[config.mk]
export PLATFORM = sky130hd
export DESIGN_NAME = tca_blend
export DESIGN_NICKNAME = d
export VERILOG_FILES = /design/src/design/tca_pkg.sv /design/src/design/tca_blend.sv
export SDC_FILE = /design/constraint.sdc
export NUM_CORES = 2
export LEC_CHECK = 0
export BUFFER_PORTS_ARGS = -buffer_cell sky130_fd_sc_hd__buf_2
export CAP_MARGIN = 25
export CORE_MARGIN = 2
export CORE_UTILIZATION = 60
export DETAILED_ROUTE_END_ITERATION = 10
export PLACE_DENSITY = 0.88
export SYNTH_ARGS = -nofsm -noshare
export SYNTH_HDL_FRONTEND = slang
export SYNTH_SLANG_ARGS = --single-unit
[constraint.sdc]
create_clock -name clk -period 7.5 [get_ports clk]
set_input_delay 1.125 -clock clk [delete_from_list [all_inputs] [get_ports clk]]
set_output_delay 1.125 -clock clk [all_outputs]
set_load 0.005 [all_outputs]
[src/design/tca_pkg.sv]
`timescale 1ns / 1ps

package tca_pkg;

    // Defaults for the top-level parameters
    localparam int PIXEL_COORD_BITS_DEF = 12;
    localparam int VERTEX_FRAC_BITS_DEF = 4;

    // Fixed field widths
    localparam int PIX_W   = 12;
    localparam int CH_W    = 8;
    localparam int REG_W   = 32;
    localparam int COORD_W = 16;
    localparam int DIFF_W  = COORD_W + 1;
    localparam int PROD_W  = 2 * DIFF_W;
    localparam int CROSS_W = PROD_W + 1;
    localparam int SUM_W   = CROSS_W + 2;
    localparam int ALPHA_W = 16;
    localparam int NUM_W   = 24;

    // Pipeline depth: stage 6 is the output register
    localparam int NSTAGE = 6;

    // Register indexes
    typedef enum logic [1:0] {
        REG_VERTEX_A   = 2'd0,
        REG_VERTEX_B   = 2'd1,
        REG_VERTEX_C   = 2'd2,
        REG_FILL_COLOR = 2'd3
    } cfg_reg_t;

    // Per-stage load enables
    typedef struct packed {
        logic [NSTAGE:1] en;
    } tca_ctl_t;

endpackage

[src/design/tca_blend.sv]
`timescale 1ns / 1ps

module tca_blend
    import tca_pkg::*;
(
    input  logic             clk,
    input  tca_ctl_t         ctl,
    input  logic             hit,
    input  logic [REG_W-1:0] fill_color,
    input  logic [CH_W-1:0]  dest_red,
    input  logic [CH_W-1:0]  dest_green,
    input  logic [CH_W-1:0]  dest_blue,
    input  logic [CH_W-1:0]  dest_alpha,
    output logic [CH_W-1:0]  out_red,
    output logic [CH_W-1:0]  out_green,
    output logic [CH_W-1:0]  out_blue,
    output logic [CH_W-1:0]  out_alpha,
    output logic             covered
);

    logic [CH_W-1:0] fa;
    logic [CH_W-1:0] fc [3];
    logic [CH_W-1:0] dc_in [3];

    // stage 1
    logic [ALPHA_W-1:0] w1_reg;
    logic [ALPHA_W-1:0] pf1_reg [3];
    logic [CH_W-1:0]    fa1_reg;
    logic [CH_W-1:0]    dc1_reg [3];
    logic [CH_W-1:0]    da1_reg;
    // stage 2
    logic [ALPHA_W-1:0] a2_reg;
    logic [NUM_W-1:0]   num2_reg [3];
    logic [CH_W-1:0]    dc2_reg [3];
    logic [CH_W-1:0]    da2_reg;
    // stages 3..5: divider lanes
    logic [ALPHA_W-1:0] a3_reg, a4_reg, a5_reg;
    logic [NUM_W-1:0]   rem3_reg [3], rem4_reg [3], rem5_reg [3];
    logic [CH_W-1:0]    q3_reg [3], q4_reg [3], q5_reg [3];
    logic [CH_W-1:0]    dc3_reg [3], dc4_reg [3], dc5_reg [3];
    logic [CH_W-1:0]    da3_reg, da4_reg, da5_reg;
    logic               cov5_reg;
    // stage 6: output register
    logic [CH_W-1:0]    out_c_reg [3];
    logic [CH_W-1:0]    out_a_reg;
    logic               cov6_reg;

    logic [NUM_W+1:0]   t3 [3], t4 [3], t5 [3], t6 [3];
    logic [ALPHA_W:0]   a_div;

    // two restoring division steps: {quotient bits, remainder}
    function automatic logic [NUM_W+1:0] div2(input logic [NUM_W-1:0] rem,
                                              input logic [ALPHA_W-1:0] a,
                                              input int sh);
        logic [NUM_W-1:0] r;
        logic [NUM_W-1:0] d;
        logic [1:0]       q;
        r = rem;
        d = NUM_W'(a) << (sh + 1);
        q[1] = (r >= d);
        if (q[1])
        begin
            r = r - d;
        end
        d = NUM_W'(a) << sh;
        q[0] = (r >= d);
        if (q[0])
        begin
            r = r - d;
        end
        return {q, r};
    endfunction

    assign fa       = fill_color[7:0];
    assign fc[0]    = fill_color[31:24];
    assign fc[1]    = fill_color[23:16];
    assign fc[2]    = fill_color[15:8];
    assign dc_in[0] = dest_red;
    assign dc_in[1] = dest_green;
    assign dc_in[2] = dest_blue;

    // stage 1: weights
    always_ff @(posedge clk)
    begin
        if (ctl.en[1])
        begin
            w1_reg  <= ALPHA_W'(8'd255 - fa) * ALPHA_W'(dest_alpha);
            fa1_reg <= fa;
            da1_reg <= dest_alpha;
            for (int k = 0; k < 3; k++)
            begin
                pf1_reg[k] <= ALPHA_W'(fa) * ALPHA_W'(fc[k]);
                dc1_reg[k] <= dc_in[k];
            end
        end
    end

    // stage 2: combined alpha and numerators
    always_ff @(posedge clk)
    begin
        if (ctl.en[2])
        begin
            a2_reg  <= w1_reg + (ALPHA_W'(fa1_reg) << 8) - ALPHA_W'(fa1_reg);
            da2_reg <= da1_reg;
            for (int k = 0; k < 3; k++)
            begin
                num2_reg[k] <= NUM_W'(w1_reg) * NUM_W'(dc1_reg[k])
                               + (NUM_W'(pf1_reg[k]) << 8) - NUM_W'(pf1_reg[k]);
                dc2_reg[k]  <= dc1_reg[k];
            end
        end
    end

    // divider steps, two quotient bits per stage
    always_comb
    begin
        for (int k = 0; k < 3; k++)
        begin
            t3[k] = div2(num2_reg[k], a2_reg, 6);
            t4[k] = div2(rem3_reg[k], a3_reg, 4);
            t5[k] = div2(rem4_reg[k], a4_reg, 2);
            t6[k] = div2(rem5_reg[k], a5_reg, 0);
        end
    end

    always_ff @(posedge clk)
    begin
        if (ctl.en[3])
        begin
            a3_reg  <= a2_reg;
            da3_reg <= da2_reg;
            for (int k = 0; k < 3; k++)
            begin
                rem3_reg[k] <= t3[k][NUM_W-1:0];
                q3_reg[k]   <= {6'd0, t3[k][NUM_W+1:NUM_W]};
                dc3_reg[k]  <= dc2_reg[k];
            end
        end
    end

    always_ff @(posedge clk)
    begin
        if (ctl.en[4])
        begin
            a4_reg  <= a3_reg;
            da4_reg <= da3_reg;
            for (int k = 0; k < 3; k++)
            begin
                rem4_reg[k] <= t4[k][NUM_W-1:0];
                q4_reg[k]   <= {q3_reg[k][5:0], t4[k][NUM_W+1:NUM_W]};
                dc4_reg[k]  <= dc3_reg[k];
            end
        end
    end

    // coverage joins here; zero alpha means pass through
    always_ff @(posedge clk)
    begin
        if (ctl.en[5])
        begin
            a5_reg   <= a4_reg;
            da5_reg  <= da4_reg;
            cov5_reg <= hit && (a4_reg != '0);
            for (int k = 0; k < 3; k++)
            begin
                rem5_reg[k] <= t5[k][NUM_W-1:0];
                q5_reg[k]   <= {q4_reg[k][5:0], t5[k][NUM_W+1:NUM_W]};
                dc5_reg[k]  <= dc4_reg[k];
            end
        end
    end

    // floor(a / 255) for a below 2^16
    assign a_div = (ALPHA_W + 1)'(a5_reg) + (ALPHA_W + 1)'(a5_reg >> 8) + 1'b1;

    // stage 6: select blended or original color and alpha
    always_ff @(posedge clk)
    begin
        if (ctl.en[6])
        begin
            cov6_reg  <= cov5_reg;
            out_a_reg <= cov5_reg ? a_div[15:8] : da5_reg;
            for (int k = 0; k < 3; k++)
            begin
                out_c_reg[k] <= cov5_reg ? {q5_reg[k][5:0], t6[k][NUM_W+1:NUM_W]}
                                         : dc5_reg[k];
            end
        end
    end

    assign out_red   = out_c_reg[0];
    assign out_green = out_c_reg[1];
    assign out_blue  = out_c_reg[2];
    assign out_alpha = out_a_reg;
    assign covered   = cov6_reg;

endmodule

==> flow_metrics.py <==
metrics = {
    "routing": {
        "drt_iter0_drc": 4125,
        "wl_per_cell_um": 20.1,
        "via_per_inst": 5.97,
        "wl_um": 163000,
        "route.detailed.drc": 0,
        "postRouteAntennaNets": 0,
        "firstDrtPassIters": 8,
        "vias": 48385,
    },
    "synthesis": {
        "synthCells": 6511,
        "netlist_area_um2": 65400,
        "ys_ff_latch": 654,
        "yosys-top-cells-area": "edfxtp_1 (30%), fa_1 (15%), ha_1 (14%)",
        "ys.flop_type": "edfxtp_1",
        "ys_types": 96,
        "synth-edff-count": 654,
        "synth_warnings": 0,
        "ys_seq_area_share_pct": 30.0,
        "syn_area_per_cell_um2": 10.0,
        "netlist.area_leader.share_pct": 30.0,
        "synth-async-reset-ratio_pct": 0,
        "synth_area_leader_cell": "edfxtp_1",
        "synth_fp_nets": 7826,
    },
    "critical_path": {
        "cp_slowest_stage_delay_ns": 0.98,
        "crit_path_max_fanout": 19,
        "cp_slowest_cell": "edfxtp_1",
        "cp_cell_sequence": "buf_4, and2_1, fa_1, fa_1, fa_1, fa_1, inv_1, fa_1, inv_1, ha_1, a21o_1, a21oi_1, o221ai_1, o41ai_1, o211ai_1, a21oi_1, o21bai_1, a21oi_1, xnor2_1",
        "startpoint_type": "flip-flop",
        "path_class": "flip-flop to flip-flop",
        "crit_required_ns": 7.89,
        "critPathBufInv": 3,
        "cp-end-kind": "flip-flop",
        "critPathTopFamily": "adder cells",
        "cp.arrival_ns": 6.88,
        "crit_top_cell": "fa_1",
    },
    "clocking": {
        "clock_latency_ns": 0.67,
        "cts_htree_levels": 3,
        "cts.repair.resized": 0,
        "numClockSinks": 654,
        "cts_buffer_depth": 3,
        "cts_setup_buffers": 0,
        "clk_pin_slew_ns": 0.06,
        "hold_buffers": 0,
        "clock-root-buffer": "clkbuf_16",
        "cts_buffers": 74,
        "cts_tree": "done",
    },
    "floorplan": {
        "die_w_um": 334,
        "core_area_um2": 109000,
        "die_h_um": 334,
        "rows": 121,
        "die_area_um2": 112000,
        "start_util_pct": 60.3,
        "ios": 105,
    },
    "sta": {
        "period_needed_ns": 6.49,
        "worstMarginPinSlew_ns": 1.02,
        "slew-limit-headroom_pct": 32.2,
        "rsz0062_at_grt": "false",
        "fin_crit_sh_pct": 86.6,
        "tns_ns": 0,
        "slew_violations": 0,
        "max_freq_mhz": 154,
        "setup_viol": 0,
        "hold_viol": 0,
        "skew_ns": 0.0327,
    },
    "hold_path": {
        "hp-class": "flip-flop to flip-flop",
    },
    "placement": {
        "gp_congestion": 0.969,
        "hpwl_um": 127000,
        "io_buffers": 104,
    },
    "layout": {
        "antenna_cells": 0,
        "final_nets": 7946,
        "final_cell_mix": "inv_1 (883), ha_1 (737), edfxtp_1 (654), nand2_1 (510), fa_1 (506)",
        "drive_gt1_share_pct": 8.18,
        "final_common_cell": "inv_1",
        "fillers": 8099,
        "area_growth_pct": 7.49,
    },
    "global_route": {
        "grt_pass1_vias": 49638,
        "overflow": 0,
        "grt_max_degree": 91,
        "grtUsageTotal_pct": 29.5,
        "antenna_found_initial": 1,
        "grt_pass1_wl_um": 261000,
    },
    "run": {
        "cap_violations": 0,
    },
    "status": {
        "outcome": "finished clean",
    },
}
worst paths after layout:
| path | start | end | slack, ns | depth (start not counted) |
|---|---|---|---|---|
| worst max register to register | w1_reg[5]$_DFFE_PP_ | num2_reg[0][70]$_DFFE_PP_ | 1.01 | 19 |
| worst max-delay path | w1_reg[5]$_DFFE_PP_ | num2_reg[0][70]$_DFFE_PP_ | 1.01 | 19 |
| worst min register to register | q3_reg[0][2]$_DFFE_PP_ | q4_reg[0][10]$_DFFE_PP_ | 0.40 | 0 |
| worst min-delay path | q3_reg[0][2]$_DFFE_PP_ | q4_reg[0][10]$_DFFE_PP_ | 0.40 | 0 |
metal layers:
| metal | GRT usage (%) | share of wire [%] | up-vias |
|---|---|---|---|
| met2 | 48.8 | 46 | 1976 |
| met1 | 37.6 | 40 | 23256 |
| met5 | 0 | 0 | - |
| met3 | 4.25 | 6.6 | 553 |
| met4 | 16.2 | 6.5 | 0 |
| li1 | - | - | 22600 |
cell type report:
cell class / instances / area [µm²] / share of cell area, %
inverters: 888 / 3340 / 4.75
clock inverters: 51 / 648 / 0.922
well taps: 1414 / 1770 / 2.52
repair buffers: 184 / 1180 / 1.67
clock buffers: 84 / 1890 / 2.69
multi-input cells: 4829 / 41800 / 59.5
flip-flops and latches: 654 / 19600 / 27.9
Yosys cell counts, types with 72 or more instances:
cell type  number
and2_1        326
clkbuf_1      114
xnor2_1       317
inv_1         883
xor2_1        114
nand2b_1       75
nor2b_1       107
nor2_1        367
o21ai_0       225
o21a_1         72
ha_1          737
a21o_1        161
nor3_1         78
a21oi_1       413
fa_1          506
mux2_2        174
edfxtp_1      654
nand2_1       510
cells by family (layout without fill, tap and decap cells):
logic type	Yosys count	in the layout	share of synthesized area, %
xor gates and xnor gates	433	433	5.82
DFF	654	654	30.0
adders and majority gates	1243	1243	29.6
AOI/OAI and AO/OA	1192	1192	11.6
and+or+nand+nor	1756	1756	13.4
muxes	205	205	3.54
buffers and inverters	1028	1207	6.02
through the flow:
| stage | instances | area [µm²] | setup slack [ns] | hold WS [ns] | util [%] |
|---|---|---|---|---|---|
| after floorplan | 6511 | 65400 | 1.53 | 0.400 | - |
| after global placement | 7967 | 67700 | 1.12 | 0.400 | 62.4 |
| after detailed placement | 7967 | 67700 | 1.03 | 0.405 | 62.4 |
| after CTS | 8102 | 70200 | 0.904 | 0.389 | 64.7 |
| after global routing | 8104 | 70300 | 0.659 | 0.393 | 64.8 |
| final | 8104 | 70300 | 1.01 | 0.399 | 64.8 |
Power is left out: the tool's default activity adds up to more than one toggle a clock period on the data nets, which glitch-free logic cannot reach.
